`src/design/scba_pkg.sv`:
```
// ----------------------------------------------------------------------------
// scba_pkg
// Shared widths, constants and codes of the size-class block allocator.
// ----------------------------------------------------------------------------
package scba_pkg;

  localparam int unsigned SIZE_W     = 32;
  localparam int unsigned CLASS_W    = 5;
  localparam int unsigned PAGE_W     = 4;
  localparam int unsigned SLOT_W     = 6;
  localparam int unsigned STATUS_W   = 3;
  localparam int unsigned ENTRY_W    = PAGE_W + SLOT_W;
  localparam int unsigned IN_DATA_W  = 48;
  localparam int unsigned OUT_DATA_W = 48;

  localparam logic [SIZE_W-1:0] MIN_BLOCK = 32'd256;

  typedef enum logic [STATUS_W-1:0] {
    ST_GRANT     = 3'd0,
    ST_OVERSIZE  = 3'd1,
    ST_RELEASED  = 3'd2,
    ST_UNPOOLED  = 3'd3,
    ST_INVALID   = 3'd4,
    ST_EXHAUSTED = 3'd5
  } status_e;

  typedef enum logic {
    CMD_ALLOC   = 1'b0,
    CMD_RELEASE = 1'b1
  } cmd_e;

endpackage

```
`src/design/scba_size_class.sv`:
```
// ----------------------------------------------------------------------------
// scba_size_class
// Rounds a byte size up to its power-of-two size class.
// ----------------------------------------------------------------------------
module scba_size_class #(
  parameter int unsigned NUM_CLASSES = 17
) (
  input  logic [scba_pkg::SIZE_W-1:0]  size_i,
  output logic [scba_pkg::CLASS_W-1:0] class_o,
  output logic                         oversize_o
);
  import scba_pkg::*;

  always_comb begin
    class_o    = '0;
    oversize_o = 1'b1;
    for (int c = NUM_CLASSES - 1; c >= 0; c--) begin
      if (size_i <= (MIN_BLOCK << c)) begin
        class_o    = CLASS_W'(c);
        oversize_o = 1'b0;
      end
    end
  end

endmodule

```
`config.mk`:
```
export PLATFORM = sky130hd
export DESIGN_NAME = scba_size_class
export DESIGN_NICKNAME = d
export VERILOG_FILES = /design/src/design/scba_pkg.sv /design/src/design/scba_size_class.sv
export SDC_FILE = /design/constraint.sdc
export NUM_CORES = 1
export LEC_CHECK = 0
export BUFFER_PORTS_ARGS = -buffer_cell sky130_fd_sc_hd__buf_2
export CAP_MARGIN = 40
export CORE_MARGIN = 4
export CORE_UTILIZATION = 30
export DETAILED_ROUTE_END_ITERATION = 7
export PLACE_DENSITY = 0.59
export SYNTH_ARGS = -nofsm -noshare
export SYNTH_HDL_FRONTEND = slang
export SYNTH_SLANG_ARGS = --single-unit
export TNS_END_PERCENT = 20
```
`constraint.sdc`:
```
create_clock -name vclk -period 4
set_input_delay 0.2 -clock vclk [all_inputs]
set_output_delay 0.2 -clock vclk [all_outputs]
set_load 0.01 [all_outputs]
```
==> flow_metrics.env <==
export IMPL_timing_fmax_mhz=355
export IMPL_crit_fanout=9
export IMPL_max_slew_worst_pin_slew_ns=0.768
export IMPL_crit_required_ns=3.80
export IMPL_gp_congestion=0.949
export IMPL_die_h_um=55.2
export IMPL_slew_viol_final=0
export IMPL_start_kind="primary input"
export IMPL_start_util=0.327
export IMPL_synthTopCellsByArea="nor4_1, nor2_1, or3_1"
export IMPL_yosysTopAreaCell="nor4_1"
export IMPL_min_path_type="primary input to output pin"
export IMPL_ys_warn_count=0
export IMPL_overflow=0
export IMPL_ctsResizeCount=0
export IMPL_syn_num_nets=143
export IMPL_syn_instance_count=111
export IMPL_period_minus_slack_ns=2.82
export IMPL_fillers=226
export IMPL_num_rows=16
export IMPL_ant_nets=0
export IMPL_hold_viol=0
export IMPL_switchingPower_mw=0.0262
export IMPL_setup_viol=0
export IMPL_p_per_area_mw_per_mm2=50.6
export IMPL_whs_path_depth=4
export IMPL_cts_hold_buf=0
export IMPL_relSlewSlack=0.483
export IMPL_power_share_switching=0.587
export IMPL_yosysTopAreaCellShare=0.141
export IMPL_avgSynthCellArea_um2=6.01
export IMPL_io_pins=38
export IMPL_p_seq_frac=0
export IMPL_critPathArrivalTime_ns=2.62
export IMPL_placed_area_um2=882
export IMPL_synth_common_cells="nor2_1, nor4_1, nand2_1, nor3_1"
export IMPL_wl_per_cell_um=14.7
export IMPL_nClkBuffers=0
export IMPL_antennaDiodeCount=0
export IMPL_critPathCaptureType="output pin"
export IMPL_die_x_um=55.2
export IMPL_first_global_vias=928
export IMPL_ys_seq_area_frac=0
export IMPL_drv_cap=0
export IMPL_min_period_over_period=0.705
export IMPL_syn_to_final_growth_pct=32.3
export IMPL_multi_input_area_um2=647
export IMPL_setup_tns_final_ns=0
export IMPL_drive_gt1_frac=0.327
export IMPL_fin_nets=181
export IMPL_post_cts_setup_buffers=0
export IMPL_syn_cell_area_um2=667
export IMPL_grt_util_all_layers=0.174
export IMPL_antenna_found_initial=0
export IMPL_grt_start_max_net_pins=12
export IMPL_drtIter0Drc=74
export IMPL_vias=1084
export IMPL_vdd_ir_drop_worst_uv=26.3
export IMPL_wl_um=2560
export IMPL_viasPerCell=6.23
export IMPL_portBuffers=38
export IMPL_pwr_share_comb=1.000
export IMPL_endpoint="class_o[0]"
export IMPL_status="finished clean"
export IMPL_drc=0
export IMPL_final_area_um2=882
export IMPL_rsz0062_at_grt="no"
export IMPL_grt_first_pass_wirelength_um=4040
export IMPL_dp_hpwl_um=2140
export IMPL_core_area_mm2=0.00204
export IMPL_die_area_mm2=0.00304
export IMPL_drtPass1Iterations=4
export IMPL_setup_worst_path_start="size_i[2]"
export IMPL_power_share_clock=0
export IMPL_internal_power_mw=0.0184
export IMPL_leakagePower_nw=0.340
export IMPL_register_area_um2=0
export IMPL_design_seq_count=0
export IMPL_worstSetupPathType="primary input to output pin"
export IMPL_synth_cell_types=35
[kinds of logic (layout without fill, tap and decap cells)]
logic type,after synthesis,in the layout,synth area share
AND/OR/NAND/NOR,81,81,0.713
buffers and inverters,5,41,0.0300
AO/OA/AOI/OAI,25,25,0.257
[how the worst min path moves through the flow]
stage | end | start | slack [ns]
2_1_floorplan | oversize_o | size_i[31] | 0.53
3_3_place_gp | oversize_o | size_i[25] | 0.78
3_5_place_dp | oversize_o | size_i[25] | 0.78
4_1_cts | oversize_o | size_i[25] | 0.78
5_1_grt | oversize_o | size_i[29] | 0.79
6_report | oversize_o | size_i[25] | 0.78
[critical path, cell delays in order]
cell	delay, ns
buf_2	0.09
nor4_1	0.68
nand4b_2	0.38
or4_4	0.63
a41o_1	0.23
a21o_1	0.15
a22oi_2	0.11
buf_2	0.15
[layer usage]
metal	share of wire	wire [um]	global-route usage	up-vias
met1	0.41	1050	0.254	483
met5	0	0	0	-
met3	0.11	277	0.00804	4
met2	0.47	1210	0.283	70
met4	0.011	29	0.0283	0
li1	-	-	-	527
[cell usage in the layout (no fill, tap or decap), types with 2 or more instances in the layout]
| cell type | instances |
|---|---|
| a2111oi_0 | 2 |
| a21o_1 | 2 |
| a21oi_1 | 6 |
| buf_2 | 38 |
| inv_1 | 3 |
| nand2_1 | 8 |
| nand3_1 | 6 |
| nand3b_1 | 2 |
| nand4_1 | 5 |
| nor2_1 | 15 |
| nor3_1 | 7 |
| nor4_1 | 15 |
| o21ai_0 | 4 |
| o21ai_1 | 2 |
| or2_1 | 2 |
| or2_2 | 2 |
| or3_1 | 6 |
| or3b_2 | 2 |
| or4_1 | 3 |
| or4_4 | 3 |
[power groups by stage]
stage / clock network [mW] / registers [mW] / logic (mW)
floorplan: 0 / 0 / 0.0148
global placement: 0 / 0 / 0.0439
detailed placement: 0 / 0 / 0.0434
CTS: 0 / 0 / 0.0435
global route: 0 / 0 / 0.0489
finish: 0 / 0 / 0.0447
[layout make-up]
class	instances	share of cell area
multi-input combinational	106	0.733
inverter	3	0.0128
timing repair buffer	38	0.216
tap	27	0.0383
[through the flow]
step | setup slack [ns] | std cells | hold slack, ns | util | power, mW
global route | 1.01 | 174 | 0.794 | 0.432 | 0.0489
detailed placement | 1.19 | 174 | 0.778 | 0.432 | 0.0434
floorplan | 1.63 | 111 | 0.531 | - | 0.0148
CTS | 1.19 | 174 | 0.780 | 0.432 | 0.0435
finish | 1.18 | 174 | 0.777 | 0.432 | 0.0447
global placement | 1.19 | 174 | 0.775 | 0.432 | 0.0439
(Power assumes the default switching activity.)
