`src/design/scba_meta_mem.sv`:
```
// ----------------------------------------------------------------------------
// scba_meta_mem
// Per-class metadata memory, registered read, entries read as zero until written.
// ----------------------------------------------------------------------------
module scba_meta_mem #(
  parameter int unsigned DEPTH = 17,
  parameter int unsigned AW    = 5,
  parameter int unsigned W     = 16
) (
  input  logic          clk_i,
  input  logic          rst_ni,
  input  logic          rd_en_i,
  input  logic [AW-1:0] rd_addr_i,
  output logic [W-1:0]  rd_data_o,
  input  logic          wr_en_i,
  input  logic [AW-1:0] wr_addr_i,
  input  logic [W-1:0]  wr_data_i
);

  logic [W-1:0]     mem_q [DEPTH];
  logic [W-1:0]     data_q;
  logic [DEPTH-1:0] valid_q;
  logic             hit_q;

  always_ff @(posedge clk_i) begin
    if (wr_en_i) begin
      mem_q[wr_addr_i] <= wr_data_i;
    end
    if (rd_en_i) begin
      data_q <= mem_q[rd_addr_i];
    end
  end

  always_ff @(posedge clk_i or negedge rst_ni) begin
    if (!rst_ni) begin
      valid_q <= '0;
      hit_q   <= 1'b0;
    end else begin
      if (wr_en_i) begin
        valid_q[wr_addr_i] <= 1'b1;
      end
      if (rd_en_i) begin
        hit_q <= valid_q[rd_addr_i];
      end
    end
  end

  assign rd_data_o = hit_q ? data_q : '0;

endmodule

```
`config.mk`:
```
export PLATFORM = sky130hd
export DESIGN_NAME = scba_meta_mem
export DESIGN_NICKNAME = d
export VERILOG_FILES = /design/src/design/scba_meta_mem.sv
export SDC_FILE = /design/constraint.sdc
export NUM_CORES = 1
export LEC_CHECK = 0
export BUFFER_PORTS_ARGS = -buffer_cell sky130_fd_sc_hd__buf_4
export CAP_MARGIN = 30
export CORE_UTILIZATION = 30
export DETAILED_ROUTE_END_ITERATION = 10
export SETUP_SLACK_MARGIN = 0.15
export SLEW_MARGIN = 20
export SYNTH_ARGS = -nofsm -noshare
export SYNTH_HDL_FRONTEND = slang
export SYNTH_SLANG_ARGS = --single-unit
```
`constraint.sdc`:
```
create_clock -name clk_i -period 1.92 [get_ports clk_i]
set_clock_uncertainty 0.1 [all_clocks]
set_input_delay 0.48 -clock clk_i [delete_from_list [all_inputs] [get_ports clk_i]]
set_output_delay 0.48 -clock clk_i [all_outputs]
set_load 0.01 [all_outputs]
```
==> run_results.csv <==
group,metric,value,unit
die,core.rowCount,72,
run_status,status,"finished, violations left",
die,die_area,40300,um^2
drt,drt-wirelength-per-cell,21.5,um
clock_network,clk_path_buf_depth,3,
timing,min_period_over_period,102,%
clock_network,clock_sinks,306,
pwr,peakVddDrop,577,uV
finish,final_cells,1273,
placed_design,dp_cells,1220,
timing,fmax,513,MHz
logic_synthesis,synth_top_area_share,72.9,%
finish,seqCellArea,9100,um^2
logic_synthesis,yosysUniqueCellTypes,35,
placed_design,hpwl,17200,um
logic_synthesis,synth_edf_count,288,
drt,postRouteAntennaNets,0,
worst_setup_path,startpoint_type,"flop",
timing,layout_setup_ws,-0.0292,ns
global_routing,grt_max_degree,41,
logic_synthesis,synth_common_cells,"edfxtp_1, mux2i_1, mux4_2, dfrtp_1, nor2b_1",
finish,finalInstanceArea,14700,um^2
timing,relSlewSlack,68.4,%
logic_synthesis,ys_ff_latch,306,
logic_synthesis,syn_avg_cell_area,19.4,um^2
clock_network,cts_tree,"yes",
global_routing,grt_first_pass_wirelength,40700,um
logic_synthesis,synth_top_family_by_area,"multiplexers",
global_routing,grt_use_total,13.6,%
pwr,total_power,0.0139,W
pwr,p_per_area,947,nW/um^2
worst_setup_path,critPathMaxFanout,11,
timing,slew_viol_final,0,
die,io_pins,46,
logic_synthesis,synth_compound_area_share,4.73,%
logic_synthesis,synth-xor-area-share,0,%
logic_synthesis,muxShareOfSynthArea,12.3,%
pwr,power_frac_seq,54.3,%
logic_synthesis,syn-num-nets,642,
drt,drt_iter0_markers,554,
die,dieHeight,201,um
finish,drive_above_1_share,33.2,%
pwr,power.internal,0.0110,W
global_routing,first_global_vias,6171,
timing,max_slew.worst_pin.slew,0.475,ns
global_routing,grt_overflow,0,
logic_synthesis,synth_seq_area_share,76.7,%
timing,rsz0062_at_grt,"true",
clock_network,clk_latency,0.55,ns
drt,via_per_inst,4.69,
clock_network,clk_pin_slew,0.06,ns
logic_synthesis,synth_top_area_cell,"edfxtp_1",
placed_design,io_buffers,45,
placed_design,routabilityCongestion,0.722,
timing,setup_viol,16,
logic_synthesis,synthAdderAreaFrac,0,%
clock_network,cts-root-buf,"clkbuf_16",
timing,fin_crit,1.95,ns
worst_setup_path,path_class,"reg -> out",
logic_synthesis,synth_most_common_cell,"edfxtp_1",
timing,hold_viol_final,0,
placed_design,place_area,13800,um^2
pwr,switchingPower,0.00291,W
finish,nets,764,
finish,diodes,0,
logic_synthesis,synth_top_flop_cell,"edfxtp_1",
pwr,switching_share,20.9,%
clock_network,htreeDepth,1,
logic_synthesis,yosys.area_share.simple,4.35,%
run_status,violations,"negative setup slack",
clock_network,cts_buffers,29,
worst_setup_path,end_kind,"output port",
drt,first_pass_iters,6,
logic_synthesis,syn_inst,612,
finish,fill_cells,3460,
placed_design,place_ws,-0.168,ns
worst_hold_path,hold_class,"in -> reg",
die,dieWidth,201,um
drt,drc,0,
die,coreArea,38800,um^2
timing,hold_ws,0.127,ns
finish,area_growth_syn_to_layout,23.8,%
pwr,power_frac_clock,38.5,%
global_routing,antenna_found_initial,1,
logic_synthesis,yosys-top-cells-area,"edfxtp_1, mux4_2, mux2i_1",
clock_network,post_cts_buffers,0,
die,initial_utilization,30.5,%
logic_synthesis,synthArstFlopShare,5.88,%
worst_setup_path,worstPathRequired,1.34,ns
job,cap_violations,0,
logic_synthesis,synth_area,11900,um^2
drt,drt_wl_total,27400,um
drt,num_vias,5966,
worst_setup_path,cp.arrival,1.37,ns
finish,multi_input_area,2730,um^2
logic_synthesis,ys_warn_count,0,
pwr,combPwrFrac,7.3,%
pwr,leakagePower,4.93,nW
==> worst paths after layout <==
check	startpoint	endpoint	slack, ns	depth (start not counted)
min in group asynchronous	rst_ni	valid_q[16]	0.25	2
min	rd_en_i	data_q[9]	0.13	1
min reg2reg	valid_q[13]	valid_q[13]	0.36	1
max	hit_q	rd_data_o[13]	-0.03	3
max in group asynchronous	rst_ni	valid_q[2]	1.27	2
max reg2reg	mem_q[4][2]	data_q[2]	0.35	3
==> routing by layer <==
metal	routed length [um]	part of all wire, %	track usage (%)
met1	11700	43	17.8
met4	536	2.0	3.27
met2	13900	51	23.6
met5	10	0.037	0
met3	1200	4.4	2.11
==> registers in the layout, indices dropped and copies added (netlist names) <==
signal and flops:
hit_q 1, data_q 16, valid_q 17, mem_q 272
==> critical path: stages, from the launching register on <==
cell and delay (ns):
dfrtp_1 0.38, buf_6 0.15, and2_1 0.14, buf_4 0.14
==> power by group through the flow <==
stage | Sequential (W) | Clock, W | Combinational [W]
2_1_floorplan | 0.00766 | 0 | 0.000543
3_3_place_gp | 0.00768 | 0 | 0.000989
3_5_place_dp | 0.00768 | 0 | 0.00100
4_1_cts | 0.00754 | 0.00545 | 0.00103
5_1_grt | 0.00756 | 0.00572 | 0.00109
6_report | 0.00755 | 0.00535 | 0.00101
==> cell type report <==
cell class / count / share of cell area [%]
multi-input cells: 270 / 18.6
repair buffers: 125 / 8.94
inverters: 2 / 0.0511
clock inverters: 19 / 0.997
clock buffers: 33 / 5.04
flip-flops and latches: 306 / 61.9
well taps: 518 / 4.41
==> layout by cell type (no fill, tap or decap), drive strengths merged, types with 2 or more instances in the layout <==
cell type  instances
clkinv            14
nor3               2
or3                2
dfrtp             18
nor3b              2
and2              17
nand2              2
mux4              36
or3b               3
clkbuf            33
a211oi            15
nor2b             19
mux2i             65
nor2              17
a22oi             15
o21ai              2
clkinvlp           2
o22ai             16
or2               17
o211ai            15
buf              124
edfxtp           288
nand3b             3
inv                3
bufinv             2
a21oi             16
==> cells by family after synthesis <==
kind of cell | Yosys count
compound gates | 82
mux | 101
flops | 306
simple gates | 87
buf+inv | 36
==> through the flow <==
step	setup TNS [ns]	util (%)
after detailed placement	-4.59	35.4
final	-0.345	37.8
after global routing	-1.36	37.8
after global placement	-4.47	35.4
after floorplan	-3.48	-
after CTS	-0.745	37.8
==> timing repair <==
item | in CTS | in global routing
endpoints found under the hold margin | 18 | 0
gates resized for setup | 11 | 2
hold buffers | 1 | 0
setup endpoints to repair | 16 | 16
(Power assumes the default switching activity.)
